===== src/sv/i2cam_pkg.sv =====
// package for the auto-mode i2c master: beat structs, sequencer step codes,
// bus operation codes and register offsets
// no dependencies
package i2cam_pkg;

  typedef struct packed {
    logic        cmd;
    logic [11:0] offset;
    logic [31:0] wdata;
    logic        write_start_refused;
    logic        read_start_refused;
    logic [7:0]  recv_first;
    logic [7:0]  recv_second;
  } in_item_t;

  typedef struct packed {
    logic        kind;
    logic [2:0]  bus_op;
    logic [6:0]  bus_slave;
    logic [7:0]  bus_byte;
    logic [31:0] read_data;
    logic        irq;
    logic        last;
  } out_item_t;

  typedef enum logic [2:0] {
    OP_START_W = 3'd0,
    OP_SEND    = 3'd1,
    OP_END     = 3'd2,
    OP_START_R = 3'd3,
    OP_RECV    = 3'd4
  } bus_op_e;

  typedef enum logic [3:0] {
    STEP_START_W,
    STEP_ADDR_LO,
    STEP_ADDR_HI,
    STEP_END,
    STEP_START_R,
    STEP_RECV_HI,
    STEP_RECV_LO,
    STEP_DATA_LO,
    STEP_DATA_HI,
    STEP_RESP
  } step_e;

  typedef struct packed {
    logic  accept;
    logic  fire;
    step_e step;
  } dp_cmd_t;

  typedef struct packed {
    logic emit_ok;
    logic xfer;
    logic is_read;
    logic addr16;
    logic data16;
    logic wr_refused;
    logic rd_refused;
  } dp_sts_t;

  localparam logic        CMD_READ  = 1'b0;
  localparam logic        CMD_WRITE = 1'b1;
  localparam logic        KIND_RESP = 1'b0;
  localparam logic        KIND_BUS  = 1'b1;

  localparam logic [11:0] OFF_CTRL     = 12'h000;
  localparam logic [11:0] OFF_TAR      = 12'h004;
  localparam logic [11:0] OFF_SCL_HI   = 12'h01C;
  localparam logic [11:0] OFF_SCL_LO   = 12'h020;
  localparam logic [11:0] OFF_INTR_ST  = 12'h02C;
  localparam logic [11:0] OFF_INTR_MSK = 12'h030;
  localparam logic [11:0] OFF_RAW_ST   = 12'h034;
  localparam logic [11:0] OFF_RX_TL    = 12'h038;
  localparam logic [11:0] OFF_TX_TL    = 12'h03C;
  localparam logic [11:0] OFF_CLR_INTR = 12'h040;
  localparam logic [11:0] OFF_ENABLE   = 12'h06C;
  localparam logic [11:0] OFF_RXFLR    = 12'h078;
  localparam logic [11:0] OFF_SDA_HOLD = 12'h07C;
  localparam logic [11:0] OFF_EN_ST    = 12'h09C;
  localparam logic [11:0] OFF_LOCK     = 12'h0AC;
  localparam logic [11:0] OFF_AUTO     = 12'h0B0;
  localparam logic [11:0] OFF_XFER     = 12'h0B4;

  localparam logic [31:0] UNLOCK_KEY     = 32'h1ACC_E551;
  localparam logic [31:0] AUTO_RESET     = 32'h0F00_0000;
  localparam logic [7:0]  AUTO_OFF_TOP   = 8'h0F;
  localparam logic [31:0] AUTO_RD_BITS   = 32'h0030_0000;
  localparam logic [15:0] RX_REFUSED     = 16'hFFFF;
  localparam int          ABORT_BIT      = 6;
  localparam int          AUTO_ABORT_BIT = 23;
  localparam int          AUTO_RXV_BIT   = 8;

endpackage


===== src/sv/i2cam_ctrl.sv =====
// sequencer for the auto-mode i2c master: walks one register access through
// its bus operation beats and final response
// depends on i2cam_pkg
module i2cam_ctrl (
  input  logic                clk_i,
  input  logic                rst_ni,
  input  logic                in_valid_i,
  output logic                in_ready_o,
  input  i2cam_pkg::dp_sts_t  sts_i,
  output i2cam_pkg::dp_cmd_t  cmd_o
);

  localparam logic [3:0] S_IDLE    = 4'd0;
  localparam logic [3:0] S_DECODE  = 4'd1;
  localparam logic [3:0] S_START_W = 4'd2;
  localparam logic [3:0] S_ADDR_LO = 4'd3;
  localparam logic [3:0] S_ADDR_HI = 4'd4;
  localparam logic [3:0] S_END_A   = 4'd5;
  localparam logic [3:0] S_START_R = 4'd6;
  localparam logic [3:0] S_RECV_HI = 4'd7;
  localparam logic [3:0] S_RECV_LO = 4'd8;
  localparam logic [3:0] S_DATA_LO = 4'd9;
  localparam logic [3:0] S_DATA_HI = 4'd10;
  localparam logic [3:0] S_END     = 4'd11;
  localparam logic [3:0] S_RESP    = 4'd12;

  logic [3:0] state_q, state_d;
  logic       emits;
  logic [3:0] after_st;

  assign in_ready_o = (state_q == S_IDLE);

  // state that follows once the current beat leaves
  always_comb begin
    cmd_o.accept  = in_valid_i && in_ready_o;
    after_st      = S_IDLE;
    cmd_o.step    = i2cam_pkg::STEP_RESP;
    emits         = 1'b1;
    case (state_q)
      S_IDLE: begin
        emits    = 1'b0;
        after_st = S_IDLE;
      end
      S_DECODE: begin
        emits    = 1'b0;
        after_st = sts_i.xfer ? S_START_W : S_RESP;
      end
      S_START_W: begin
        cmd_o.step = i2cam_pkg::STEP_START_W;
        after_st   = sts_i.wr_refused ? S_RESP : S_ADDR_LO;
      end
      S_ADDR_LO: begin
        cmd_o.step = i2cam_pkg::STEP_ADDR_LO;
        after_st   = sts_i.addr16 ? S_ADDR_HI : (sts_i.is_read ? S_END_A : S_DATA_LO);
      end
      S_ADDR_HI: begin
        cmd_o.step = i2cam_pkg::STEP_ADDR_HI;
        after_st   = sts_i.is_read ? S_END_A : S_DATA_LO;
      end
      S_END_A: begin
        cmd_o.step = i2cam_pkg::STEP_END;
        after_st   = S_START_R;
      end
      S_START_R: begin
        cmd_o.step = i2cam_pkg::STEP_START_R;
        after_st   = sts_i.rd_refused ? S_RESP : S_RECV_HI;
      end
      S_RECV_HI: begin
        cmd_o.step = i2cam_pkg::STEP_RECV_HI;
        after_st   = sts_i.data16 ? S_RECV_LO : S_END;
      end
      S_RECV_LO: begin
        cmd_o.step = i2cam_pkg::STEP_RECV_LO;
        after_st   = S_END;
      end
      S_DATA_LO: begin
        cmd_o.step = i2cam_pkg::STEP_DATA_LO;
        after_st   = sts_i.data16 ? S_DATA_HI : S_END;
      end
      S_DATA_HI: begin
        cmd_o.step = i2cam_pkg::STEP_DATA_HI;
        after_st   = S_END;
      end
      S_END: begin
        cmd_o.step = i2cam_pkg::STEP_END;
        after_st   = S_RESP;
      end
      S_RESP: begin
        cmd_o.step = i2cam_pkg::STEP_RESP;
        after_st   = S_IDLE;
      end
      default: begin
        emits    = 1'b0;
        after_st = S_IDLE;
      end
    endcase
    cmd_o.fire = emits && sts_i.emit_ok;
  end

  always_comb begin
    state_d = state_q;
    if (cmd_o.accept) begin
      state_d = S_DECODE;
    end else if (!emits || sts_i.emit_ok) begin
      if (state_q != S_IDLE) begin
        state_d = after_st;
      end
    end
  end

  always_ff @(posedge clk_i or negedge rst_ni) begin
    if (!rst_ni) begin
      state_q <= S_IDLE;
    end else begin
      state_q <= state_d;
    end
  end

  a_accept_decode: assert property (@(posedge clk_i) disable iff (!rst_ni)
    cmd_o.accept |=> state_q == S_DECODE)
    else $error("accepted access did not enter decode");

  a_fire_needs_room: assert property (@(posedge clk_i) disable iff (!rst_ni)
    cmd_o.fire |-> sts_i.emit_ok)
    else $error("beat issued while output register full");

  a_resp_ends: assert property (@(posedge clk_i) disable iff (!rst_ni)
    cmd_o.fire && state_q == S_RESP |=> state_q == S_IDLE)
    else $error("response beat did not return to idle");

endmodule


===== src/sv/i2cam_dp.sv =====
// datapath for the auto-mode i2c master: register file, latched access,
// beat composition and the output register
// depends on i2cam_pkg
module i2cam_dp (
  input  logic                  clk_i,
  input  logic                  rst_ni,
  input  i2cam_pkg::in_item_t   in_data_i,
  input  i2cam_pkg::dp_cmd_t    cmd_i,
  output i2cam_pkg::dp_sts_t    sts_o,
  output logic                  out_valid_o,
  input  logic                  out_ready_i,
  output i2cam_pkg::out_item_t  out_data_o
);

  i2cam_pkg::in_item_t  item_q;
  i2cam_pkg::out_item_t out_q, beat;
  logic                 out_valid_q, out_valid_d;

  logic [31:0] ctrl_q, ctrl_d;
  logic [9:0]  tar_q, tar_d;
  logic [31:0] auto_q, auto_d;
  logic [31:0] scl_hi_q, scl_hi_d;
  logic [31:0] scl_lo_q, scl_lo_d;
  logic        abort_q, abort_d;
  logic [31:0] mask_q, mask_d;
  logic [7:0]  rx_tl_q, rx_tl_d;
  logic [7:0]  tx_tl_q, tx_tl_d;
  logic [31:0] sda_hold_q, sda_hold_d;
  logic        enable_q, enable_d;
  logic        unlock_q, unlock_d;
  logic [15:0] rx_word_q, rx_word_d;
  logic        rx_valid_q, rx_valid_d;
  logic [31:0] rd_mux;
  logic        resp_fire;

  assign sts_o.emit_ok    = !out_valid_q || out_ready_i;
  assign sts_o.xfer       = (item_q.cmd == i2cam_pkg::CMD_WRITE)
                            && (item_q.offset == i2cam_pkg::OFF_XFER)
                            && enable_q && auto_q[31];
  assign sts_o.is_read    = auto_q[30];
  assign sts_o.addr16     = auto_q[29];
  assign sts_o.data16     = auto_q[28];
  assign sts_o.wr_refused = item_q.write_start_refused;
  assign sts_o.rd_refused = item_q.read_start_refused;

  // register read view
  always_comb begin
    rd_mux = '0;
    case (item_q.offset)
      i2cam_pkg::OFF_CTRL:     rd_mux = ctrl_q;
      i2cam_pkg::OFF_TAR:      rd_mux = 32'(tar_q);
      i2cam_pkg::OFF_SCL_HI:   rd_mux = scl_hi_q;
      i2cam_pkg::OFF_SCL_LO:   rd_mux = scl_lo_q;
      i2cam_pkg::OFF_INTR_ST:  rd_mux[i2cam_pkg::ABORT_BIT] =
                                 abort_q && !mask_q[i2cam_pkg::ABORT_BIT];
      i2cam_pkg::OFF_INTR_MSK: rd_mux = mask_q;
      i2cam_pkg::OFF_RAW_ST:   rd_mux[i2cam_pkg::ABORT_BIT] = abort_q;
      i2cam_pkg::OFF_RX_TL:    rd_mux = 32'(rx_tl_q);
      i2cam_pkg::OFF_TX_TL:    rd_mux = 32'(tx_tl_q);
      i2cam_pkg::OFF_ENABLE:   rd_mux = 32'(enable_q);
      i2cam_pkg::OFF_RXFLR:    rd_mux = 32'(rx_valid_q);
      i2cam_pkg::OFF_SDA_HOLD: rd_mux = sda_hold_q;
      i2cam_pkg::OFF_EN_ST:    rd_mux = 32'(enable_q);
      i2cam_pkg::OFF_LOCK:     rd_mux = 32'(unlock_q);
      i2cam_pkg::OFF_AUTO: begin
        rd_mux = auto_q | i2cam_pkg::AUTO_RD_BITS;
        rd_mux[i2cam_pkg::AUTO_RXV_BIT]   = rd_mux[i2cam_pkg::AUTO_RXV_BIT] | rx_valid_q;
        rd_mux[i2cam_pkg::AUTO_ABORT_BIT] = rd_mux[i2cam_pkg::AUTO_ABORT_BIT] | abort_q;
      end
      i2cam_pkg::OFF_XFER:     rd_mux = rx_valid_q ? 32'(rx_word_q) : '0;
      default:                 rd_mux = '0;
    endcase
  end

  assign resp_fire = cmd_i.fire && (cmd_i.step == i2cam_pkg::STEP_RESP);

  // register updates
  always_comb begin
    ctrl_d     = ctrl_q;
    tar_d      = tar_q;
    auto_d     = auto_q;
    scl_hi_d   = scl_hi_q;
    scl_lo_d   = scl_lo_q;
    abort_d    = abort_q;
    mask_d     = mask_q;
    rx_tl_d    = rx_tl_q;
    tx_tl_d    = tx_tl_q;
    sda_hold_d = sda_hold_q;
    enable_d   = enable_q;
    unlock_d   = unlock_q;
    rx_word_d  = rx_word_q;
    rx_valid_d = rx_valid_q;
    if (cmd_i.fire) begin
      case (cmd_i.step)
        i2cam_pkg::STEP_START_W: begin
          if (item_q.write_start_refused) begin
            abort_d = 1'b1;
          end
        end
        i2cam_pkg::STEP_START_R: begin
          if (item_q.read_start_refused) begin
            abort_d    = 1'b1;
            rx_word_d  = i2cam_pkg::RX_REFUSED;
            rx_valid_d = 1'b1;
          end
        end
        i2cam_pkg::STEP_RECV_HI: begin
          rx_word_d  = auto_q[28] ? {item_q.recv_first, item_q.recv_second}
                                  : {8'h00, item_q.recv_first};
          rx_valid_d = 1'b1;
        end
        default: ;
      endcase
    end
    if (resp_fire && item_q.cmd == i2cam_pkg::CMD_READ
        && item_q.offset == i2cam_pkg::OFF_XFER) begin
      rx_valid_d = 1'b0;
    end
    if (resp_fire && item_q.cmd == i2cam_pkg::CMD_WRITE) begin
      case (item_q.offset)
        i2cam_pkg::OFF_LOCK:     unlock_d   = (item_q.wdata == i2cam_pkg::UNLOCK_KEY);
        i2cam_pkg::OFF_CTRL:     ctrl_d     = item_q.wdata;
        i2cam_pkg::OFF_TAR:      tar_d      = item_q.wdata[9:0];
        i2cam_pkg::OFF_SCL_HI:   scl_hi_d   = item_q.wdata;
        i2cam_pkg::OFF_SCL_LO:   scl_lo_d   = item_q.wdata;
        i2cam_pkg::OFF_INTR_MSK: mask_d     = item_q.wdata;
        i2cam_pkg::OFF_RX_TL:    rx_tl_d    = item_q.wdata[7:0];
        i2cam_pkg::OFF_TX_TL:    tx_tl_d    = item_q.wdata[7:0];
        i2cam_pkg::OFF_CLR_INTR: abort_d    = 1'b0;
        i2cam_pkg::OFF_ENABLE:   enable_d   = item_q.wdata[0];
        i2cam_pkg::OFF_SDA_HOLD: sda_hold_d = item_q.wdata;
        i2cam_pkg::OFF_AUTO: begin
          auto_d = item_q.wdata;
          if (item_q.wdata[31:24] == i2cam_pkg::AUTO_OFF_TOP) begin
            abort_d = 1'b0;
          end
        end
        default: ;
      endcase
    end
  end

  // beat composition
  always_comb begin
    beat      = '0;
    beat.kind = i2cam_pkg::KIND_BUS;
    case (cmd_i.step)
      i2cam_pkg::STEP_START_W: begin
        beat.bus_op    = i2cam_pkg::OP_START_W;
        beat.bus_slave = tar_q[6:0];
      end
      i2cam_pkg::STEP_ADDR_LO: begin
        beat.bus_op   = i2cam_pkg::OP_SEND;
        beat.bus_byte = item_q.wdata[23:16];
      end
      i2cam_pkg::STEP_ADDR_HI: begin
        beat.bus_op   = i2cam_pkg::OP_SEND;
        beat.bus_byte = item_q.wdata[31:24];
      end
      i2cam_pkg::STEP_END: beat.bus_op = i2cam_pkg::OP_END;
      i2cam_pkg::STEP_START_R: begin
        beat.bus_op    = i2cam_pkg::OP_START_R;
        beat.bus_slave = tar_q[6:0];
      end
      i2cam_pkg::STEP_RECV_HI: begin
        beat.bus_op   = i2cam_pkg::OP_RECV;
        beat.bus_byte = item_q.recv_first;
      end
      i2cam_pkg::STEP_RECV_LO: begin
        beat.bus_op   = i2cam_pkg::OP_RECV;
        beat.bus_byte = item_q.recv_second;
      end
      i2cam_pkg::STEP_DATA_LO: begin
        beat.bus_op   = i2cam_pkg::OP_SEND;
        beat.bus_byte = item_q.wdata[7:0];
      end
      i2cam_pkg::STEP_DATA_HI: begin
        beat.bus_op   = i2cam_pkg::OP_SEND;
        beat.bus_byte = item_q.wdata[15:8];
      end
      i2cam_pkg::STEP_RESP: begin
        beat.kind      = i2cam_pkg::KIND_RESP;
        beat.last      = 1'b1;
        beat.read_data = (item_q.cmd == i2cam_pkg::CMD_READ) ? rd_mux : '0;
      end
      default: ;
    endcase
    beat.irq = abort_d && !mask_d[i2cam_pkg::ABORT_BIT];
  end

  always_comb begin
    out_valid_d = out_valid_q;
    if (cmd_i.fire) begin
      out_valid_d = 1'b1;
    end else if (out_ready_i) begin
      out_valid_d = 1'b0;
    end
  end

  always_ff @(posedge clk_i) begin
    if (cmd_i.accept) begin
      item_q <= in_data_i;
    end
    if (cmd_i.fire) begin
      out_q <= beat;
    end
  end

  always_ff @(posedge clk_i or negedge rst_ni) begin
    if (!rst_ni) begin
      out_valid_q <= 1'b0;
      ctrl_q      <= '0;
      tar_q       <= '0;
      auto_q      <= i2cam_pkg::AUTO_RESET;
      scl_hi_q    <= '0;
      scl_lo_q    <= '0;
      abort_q     <= 1'b0;
      mask_q      <= '0;
      rx_tl_q     <= '0;
      tx_tl_q     <= '0;
      sda_hold_q  <= '0;
      enable_q    <= 1'b0;
      unlock_q    <= 1'b0;
      rx_word_q   <= '0;
      rx_valid_q  <= 1'b0;
    end else begin
      out_valid_q <= out_valid_d;
      ctrl_q      <= ctrl_d;
      tar_q       <= tar_d;
      auto_q      <= auto_d;
      scl_hi_q    <= scl_hi_d;
      scl_lo_q    <= scl_lo_d;
      abort_q     <= abort_d;
      mask_q      <= mask_d;
      rx_tl_q     <= rx_tl_d;
      tx_tl_q     <= tx_tl_d;
      sda_hold_q  <= sda_hold_d;
      enable_q    <= enable_d;
      unlock_q    <= unlock_d;
      rx_word_q   <= rx_word_d;
      rx_valid_q  <= rx_valid_d;
    end
  end

  assign out_valid_o = out_valid_q;
  assign out_data_o  = out_q;

  a_last_on_resp: assert property (@(posedge clk_i) disable iff (!rst_ni)
    out_valid_q |-> out_q.last == (out_q.kind == i2cam_pkg::KIND_RESP))
    else $error("last flag does not match response beat");

  a_bus_no_rdata: assert property (@(posedge clk_i) disable iff (!rst_ni)
    out_valid_q && out_q.kind == i2cam_pkg::KIND_BUS |-> out_q.read_data == '0)
    else $error("bus operation beat carries read data");

  a_out_hold: assert property (@(posedge clk_i) disable iff (!rst_ni)
    out_valid_q && !out_ready_i |=> out_valid_q && $stable(out_q))
    else $error("output beat changed while stalled");

endmodule


===== src/sv/i2c_auto_mode_controller.sv =====
// top level of the auto-mode i2c master: sequencer plus datapath
// depends on i2cam_pkg, i2cam_ctrl, i2cam_dp
//
// Each input beat is one 32-bit register access. A write to the transfer
// register (0x0B4) with the block enabled and auto mode armed produces the
// bus operation beats of the transfer, then one response beat with last set;
// every other access gives the response beat alone. The sequencer passes
// through a decode state and then one state per result beat, and waits in
// its state while the output is stalled; it issues one beat per cycle through
// a single output register while the output is not stalled, and takes the
// next access once the response beat has been issued.
module i2c_auto_mode_controller (
  input  logic                  clk_i,
  input  logic                  rst_ni,
  input  logic                  in_valid_i,
  output logic                  in_ready_o,
  input  i2cam_pkg::in_item_t   in_data_i,
  output logic                  out_valid_o,
  input  logic                  out_ready_i,
  output i2cam_pkg::out_item_t  out_data_o
);

  i2cam_pkg::dp_cmd_t cmd;
  i2cam_pkg::dp_sts_t sts;

  i2cam_ctrl u_ctrl (
    .clk_i      (clk_i),
    .rst_ni     (rst_ni),
    .in_valid_i (in_valid_i),
    .in_ready_o (in_ready_o),
    .sts_i      (sts),
    .cmd_o      (cmd)
  );

  i2cam_dp u_dp (
    .clk_i       (clk_i),
    .rst_ni      (rst_ni),
    .in_data_i   (in_data_i),
    .cmd_i       (cmd),
    .sts_o       (sts),
    .out_valid_o (out_valid_o),
    .out_ready_i (out_ready_i),
    .out_data_o  (out_data_o)
  );

endmodule

===== config.mk =====
export PLATFORM = sky130hd
export DESIGN_NAME = i2c_auto_mode_controller
export DESIGN_NICKNAME = d
export VERILOG_FILES = /design/src/sv/i2cam_pkg.sv /design/src/sv/i2cam_ctrl.sv /design/src/sv/i2cam_dp.sv /design/src/sv/i2c_auto_mode_controller.sv
export SDC_FILE = /design/constraint.sdc
export NUM_CORES = 1
export LEC_CHECK = 0
export BUFFER_PORTS_ARGS = -buffer_cell sky130_fd_sc_hd__buf_2
export CORE_ASPECT_RATIO = 1.1
export CORE_MARGIN = 2
export CORE_UTILIZATION = 55
export DETAILED_ROUTE_END_ITERATION = 7
export PLACE_DENSITY_LB_ADDON = 0.08
export SLEW_MARGIN = 20
export SYNTH_ARGS = -nofsm -noshare
export SYNTH_HDL_FRONTEND = slang
export SYNTH_SLANG_ARGS = --single-unit

===== constraint.sdc =====
create_clock -name clk_i -period 9.2 [get_ports clk_i]
set_input_delay 0.46 -clock clk_i [delete_from_list [all_inputs] [get_ports clk_i]]
set_output_delay 0.46 -clock clk_i [all_outputs]
set_load 0.02 [all_outputs]

==> results of run 1 <==
layout by cell type (no fill, tap or decap), types with 27 or more instances in the layout:
cell       instances
a222oi_1          27
mux2_2           223
nand2_1           90
dfrtp_1          237
a22oi_1           49
edfxtp_1         116
clkbuf_16         39
a21oi_1           44
nor2_1            46
buf_2            120
routing by layer:
layer  global-route usage [%]  up-vias  part of all wire (%)
li1                         -     4630                     -
met1                     39.0     5460                    41
met2                     48.0      450                    49
met3                     5.19      110                   6.5
met4                     12.2        2                   4.3
met5                        0        -                 0.033
Yosys cell counts (all sizes together), types with 4 or more instances:
| cell | n | area share [%] |
|---|---|---|
| o2bb2ai | 4 | 0.22 |
| and4b | 4 | 0.26 |
| edfxtp | 116 | 22 |
| a21oi | 44 | 1.4 |
| or2 | 6 | 0.24 |
| a222oi | 27 | 1.7 |
| buf | 36 | 1.3 |
| a221oi | 8 | 0.45 |
| nor2 | 50 | 1.2 |
| a22oi | 49 | 2.4 |
| nor3b | 4 | 0.26 |
| nand2 | 90 | 2.2 |
| o221ai | 4 | 0.22 |
| o22ai | 6 | 0.24 |
| nand2b | 6 | 0.24 |
| dfrtp | 237 | 38 |
| mux2 | 225 | 16 |
| dfstp | 4 | 0.67 |
| mux2i | 22 | 1.4 |
| a31oi | 25 | 1.0 |
| nor2b | 13 | 0.52 |
| o21ai | 17 | 0.54 |
| nor4 | 11 | 0.70 |
| nand4b | 4 | 0.22 |
| inv | 7 | 0.17 |
| and2 | 11 | 0.44 |
| nor3 | 19 | 0.82 |
| clkbuf | 48 | 1.2 |
| nor4b | 5 | 0.32 |
| nand3 | 15 | 0.51 |
| a22o | 6 | 0.34 |
final timing paths:
kind | from | cells past startpoint | slack (ns) | endpoint
hold / removal | rst_ni | 1 | 0.01 | u_dp.tx_tl_q[1]
min in group clk_i | in_data_i[30] | 1 | 0.10 | u_dp.item_q[30]
hold reg to reg | u_dp.auto_q[5] | 1 | 0.49 | u_dp.auto_q[5]
max in group asynchronous | rst_ni | 3 | 7.02 | u_dp.auto_q[6]
setup reg to reg | u_ctrl.state_q[0] | 5 | 5.66 | u_dp.scl_hi_q[2]
setup / recovery | u_ctrl.state_q[0] | 5 | 5.66 | u_dp.scl_hi_q[2]
logic make-up after synthesis:
family / count (synthesis) / synth area share (%)
and+or+nand+nor: 253 / 8.66
xor gates and xnor gates: 1 / 0.0561
buffers and inverters: 91 / 2.60
AOI/OAI and AO/OA: 219 / 10.1
DFF: 357 / 61.0
muxes: 247 / 17.6
flip-flops by register name, indices dropped and copies added, names as in the netlist, 2 cells and up:
name,count
u_dp.item_q,61
u_dp.out_data_o,53
u_dp.ctrl_q,32
u_dp.mask_q,32
u_dp.scl_hi_q,32
u_dp.scl_lo_q,32
u_dp.sda_hold_q,32
u_dp.auto_q,30
u_dp.rx_word_q,16
u_dp.tar_q,10
u_dp.rx_tl_q,8
u_dp.tx_tl_q,8
u_ctrl.state_q,4
u_dp.sts_o,2
per-stage QoR:
stage               power, mW  cells  hold WS [ns]
finish                   4.33   1659        0.0141
global route             4.50   1659        0.0944
CTS                      4.35   1659        0.0709
detailed placement       2.87   1590         0.480
global placement         2.87   1590         0.468
floorplan                2.51   1168         0.164
power by group:
group | switching [mW] | internal (mW)
sequential | 0.245 | 1.90
clock | 0.619 | 0.860
combinational | 0.497 | 0.213
worst reg2reg max path, stage by stage (launching register included):
cell and delay [ns]:
dfrtp_1 0.71, o211ai_1 0.36, nand3_1 0.32, or2_1 0.62, nor2b_4 0.94, mux2_2 0.47
area by class of cell:
| class | instances | area [um2] | area share (%) |
|---|---|---|---|
| repair buffers | 143 | 781 | 4.40 |
| well taps | 363 | 454 | 2.56 |
| inverters | 7 | 26.3 | 0.148 |
| flip-flops and latches | 357 | 9520 | 53.6 |
| clock inverters | 13 | 100 | 0.564 |
| clock buffers | 56 | 1100 | 6.20 |
| multi-input cells | 720 | 5770 | 32.5 |
==> results_dict.tcl, run 1 <==
set metrics [dict create \
    fmax_ghz 0.283 \
    synth_nets 1235 \
    synthToLayoutAreaGrowth_pct 13.7 \
    antenna-diode-count 0 \
    synthDistinctLibCells 73 \
    worst_pin_slew_ns 1.08 \
    num_vias 10700 \
    cts_hold_buffers 0 \
    avgRoutedWirePerCell_um 26.0 \
    synthesis.area_um2 15600 \
    die_height_um 181 \
    finalSetupViolCount 0 \
    first_pass_iters 8 \
    grt.overflow.total 0 \
    clockRootBuffer "clkbuf_16" \
    crit_type "flop to flop" \
    cts_tree "yes" \
    maxSlewHeadroom_pct 27.8 \
    synthFlopType "dfrtp_1" \
    die_w_um 165 \
    tns_ns 0 \
    synth-edff-count 116 \
    grt_pass1_wl_mm 65.7 \
    gp_congestion 0.941 \
    cp.arrival_ns 3.94 \
    grt_pass1_vias 10900 \
    rsz0062_at_grt "no" \
    dp_slack_ns 5.74 \
    p_leak_nw 7.67 \
    fin_crit_sh_pct 38.4 \
    cts_buffer_depth 3 \
    hold_viol 0 \
    cp.required_ns 9.61 \
    stdcell_area_um2 17800 \
    drt_iter0_drc 1096 \
    async_flop_share_pct 67.5 \
    core_um2 27900 \
    ys_ff_latch 357 \
    fp-row-count 64 \
    period_needed_ns 3.54 \
    track_usage_pct 29.4 \
    placed_area_um2 16600 \
    pin_count 122 \
    clk_pin_slew_ns 0.06 \
    clkLatencyLatePin_ns 0.53 \
    slew_violations 0 \
    setup_ws_ns 5.66 \
    crit_slowest_cell "nor2b_4" \
    vias_per_cell 6.42 \
    p_per_area_nw_per_um2 244 \
    ant_nets 0 \
    port_buffers 121 \
    final_util_pct 63.7 \
    cts_sinks 357 \
    drive_above_1_share_pct 35.0 \
    synth_warnings 0 \
    die-area_um2 29800 \
    path_cells "o211ai_1 > nand3_1 > or2_1 > nor2b_4 > mux2_2" \
    antenna_found_initial 1 \
    post_cts_resized 0 \
    critical_path_buf_inv_count 0 \
    vdd_drop_max_v 0.000183 \
    grt_max_degree 115 \
    dp_hpwl_mm 27.8 \
    cp-end-kind "flop" \
    routed_wirelength_mm 43.1 \
    cts_setup_buffers 0 \
    critical_path.max_stage_delay_ns 0.94 \
    finClkSkew_ns 0.0158 \
    fill_cells 2206 \
    syn_area_per_cell_um2 13.4 \
    drc 0 \
    h-tree-depth 2 \
    max-cap-violations 0 \
    outcome "completed" \
    yosysSeqAreaShare_pct 61.0 \
    hp-class "input pin to async pin" \
    cpLargestDelayFamily "simple AND/OR/NAND/NOR gates" \
    start_util_pct 56.0 \
    start_kind "flop" \
    numCtsBuffers 38 \
    critPathMaxFanout 32 \
    nNetsFinal 1334 \
    syn-instance-count 1168 \
]
Power figures use the tool's default switching activity.
==> run 2, diff against run 1 <==
Clock period 9.2 ns to 3.6 ns, I/O delays scaled along.
==> run 2 against run 1 <==
Compared with the run above:
- critical endpoint is now u_dp.out_data_o[1]
- final area rose by 4.9%
- via count grew 3.1%
- first-iteration DRC count is 1.7% lower
- worst hold slack better by 0.072 ns
- sequential power rose to 2.6 times the previous value
- largest power group unchanged
- clock skew up 0.0012 ns
- global-route usage up 0.84 points
- setup slack worse by 5.1 ns
- clock power rose to 2.6 times the previous value
- utilization rose by 3.2 points
- maximum frequency increased by 15%
==> results_dict.tcl, run 2 (same netlist as run 1, synthesis figures left out) <==
set metrics [dict create \
    max-cap-violations 0 \
    clk_pin_slew_ns 0.06 \
    cts_hold_buffers 65 \
    synthToLayoutAreaGrowth_pct 19.3 \
    finClkSkew_ns 0.0169 \
    cp.arrival_ns 3.47 \
    start_kind "flop" \
    numCtsBuffers 38 \
    nNetsFinal 1418 \
    stdcell_area_um2 18600 \
    grt_busiest_layer "met2" \
    finalSetupViolCount 0 \
    rsz0062_at_grt "no" \
    drc 0 \
    outcome "completed" \
    drt_iter0_drc 1077 \
    clkLatencyLatePin_ns 0.52 \
    start_util_pct 56.0 \
    fp-row-count 64 \
    p_per_area_nw_per_um2 601 \
    fin_crit_sh_pct 85.7 \
    cp.required_ns 3.98 \
    cts_setup_buffers 0 \
    cts_sinks 357 \
    met1_usage_pct 40.2 \
    grt.overflow.total 0 \
    fill_cells 2080 \
    crit_type "flop to flop" \
    cts_buffer_depth 3 \
    worst_pin_slew_ns 0.978 \
    routed_wirelength_mm 43.8 \
    cp-end-kind "flop" \
    rrSetupSlack_ns 0.51 \
    avgRoutedWirePerCell_um 25.1 \
    hp-class "input pin to flop" \
    cts_tree "yes" \
    p_leak_nw 8.06 \
    first_pass_iters 7 \
    pin_count 122 \
    gp_congestion 0.892 \
    dp_hpwl_mm 28.4 \
    regMostFlops "u_dp.item_q" \
    reg2reg_from "u_dp.item_q[54]" \
    grt_pass1_wl_mm 67.9 \
    vdd_drop_max_v 0.000447 \
    hold_viol 0 \
    die-area_um2 29800 \
    min_to "u_ctrl.state_q[0]" \
    num_vias 11000 \
    ant_nets 0 \
    reg2regPathDepth 6 \
    post_cts_resized 0 \
    most-common-layout-cells "237 x dfrtp_1, 223 x mux2_2, 120 x buf_2" \
    h-tree-depth 2 \
    largest_register_ffs 61 \
    die_height_um 181 \
    tns_ns 0 \
    antenna-diode-count 0 \
    placed_area_um2 16800 \
    slew_violations 0 \
    period_needed_ns 3.09 \
    clockRootBuffer "clkbuf_16" \
    grt_max_degree 119 \
    critPathMaxFanout 23 \
    vias_per_cell 6.30 \
    core_um2 27900 \
    grt_pass1_vias 11400 \
    min_from "in_valid_i" \
    antenna_found_initial 1 \
    maxSlewHeadroom_pct 34.8 \
    port_buffers 121 \
    final_common_cell "dfrtp_1" \
    drive_above_1_share_pct 33.9 \
    met3_usage_pct 5.17 \
    die_w_um 165 \
    track_usage_pct 30.2 \
    whs_path_depth 4 \
    grt_use_met2_pct 49.4 \
    fmax_ghz 0.324 \
    r2r-end "u_dp.out_data_o[1]" \
]
==> run 2: cell types whose count changed in the layout (fill, tap and decap cells not counted), moves of 2 or more <==
cell           previous run  this run
nor2_2                    2         4
dlygate4sd3_1             0        65
buf_12                    0         8
nor2_4                    2         0
clkbuf_8                  6         4
clkbuf_1                 11        16
clkinv_2                  7         4
buf_4                    22        33
==> run 2: final cells by class <==
class / count / area, um2 / share of cell area (%)
Clock buffer: 60 / 1100 / 5.90
Clock inverter: 9 / 104 / 0.557
Inverter: 7 / 26.3 / 0.141
Multi-Input combinational cell: 720 / 5750 / 30.9
Sequential cell: 357 / 9520 / 51.1
Tap cell: 363 / 454 / 2.44
Timing Repair Buffer: 227 / 1670 / 8.99
==> run 2: through the flow <==
stage	std cells	worst slack [ns]	util (%)	power, mW	hold slack (ns)
global route	1743	0.409	66.9	11.6	0.118
finish	1743	0.514	66.9	11.2	0.0864
CTS	1743	0.591	66.9	11.2	0.0782
floorplan	1168	0.622	-	6.42	-0.116
detailed placement	1609	0.616	60.2	7.38	0.323
global placement	1609	0.633	60.2	7.36	0.321
==> run 2: worst max path at each step <==
| stage | end | startpoint | slack, ns | depth (start not counted) |
|---|---|---|---|---|
| floorplan | u_dp.item_q[0] | u_ctrl.state_q[1] | 0.62 | 4 |
| global placement | u_dp.out_data_o[1] | u_dp.item_q[54] | 0.63 | 6 |
| detailed placement | u_dp.out_data_o[1] | u_dp.item_q[54] | 0.62 | 6 |
| CTS | u_dp.out_data_o[1] | u_dp.item_q[54] | 0.59 | 6 |
| global route | u_dp.out_data_o[1] | u_dp.item_q[54] | 0.41 | 6 |
| finish | u_dp.out_data_o[1] | u_dp.item_q[54] | 0.51 | 6 |
==> run 2: worst max-delay path: stages, from the launching register on <==
cell      delay, ns
edfxtp_1       0.97
and2_1         0.41
nand3_1        0.31
nor4_4         0.32
buf_4          0.41
mux2_2         0.39
nor2b_1        0.12
==> run 2: where the power goes <==
group / internal (mW) / leakage [nW] / switching, mW / total (mW)
clock: 2.25 / 0.589 / 1.55 / 3.80
combinational: 0.639 / 3.03 / 1.29 / 1.93
sequential: 4.85 / 4.44 / 0.612 / 5.46
==> run 2: per-layer routing <==
metal,routed length [um],part of all wire [%]
met5,9,0.021
met4,1850,4.2
met3,2770,6.3
met2,21500,49
met1,17700,40
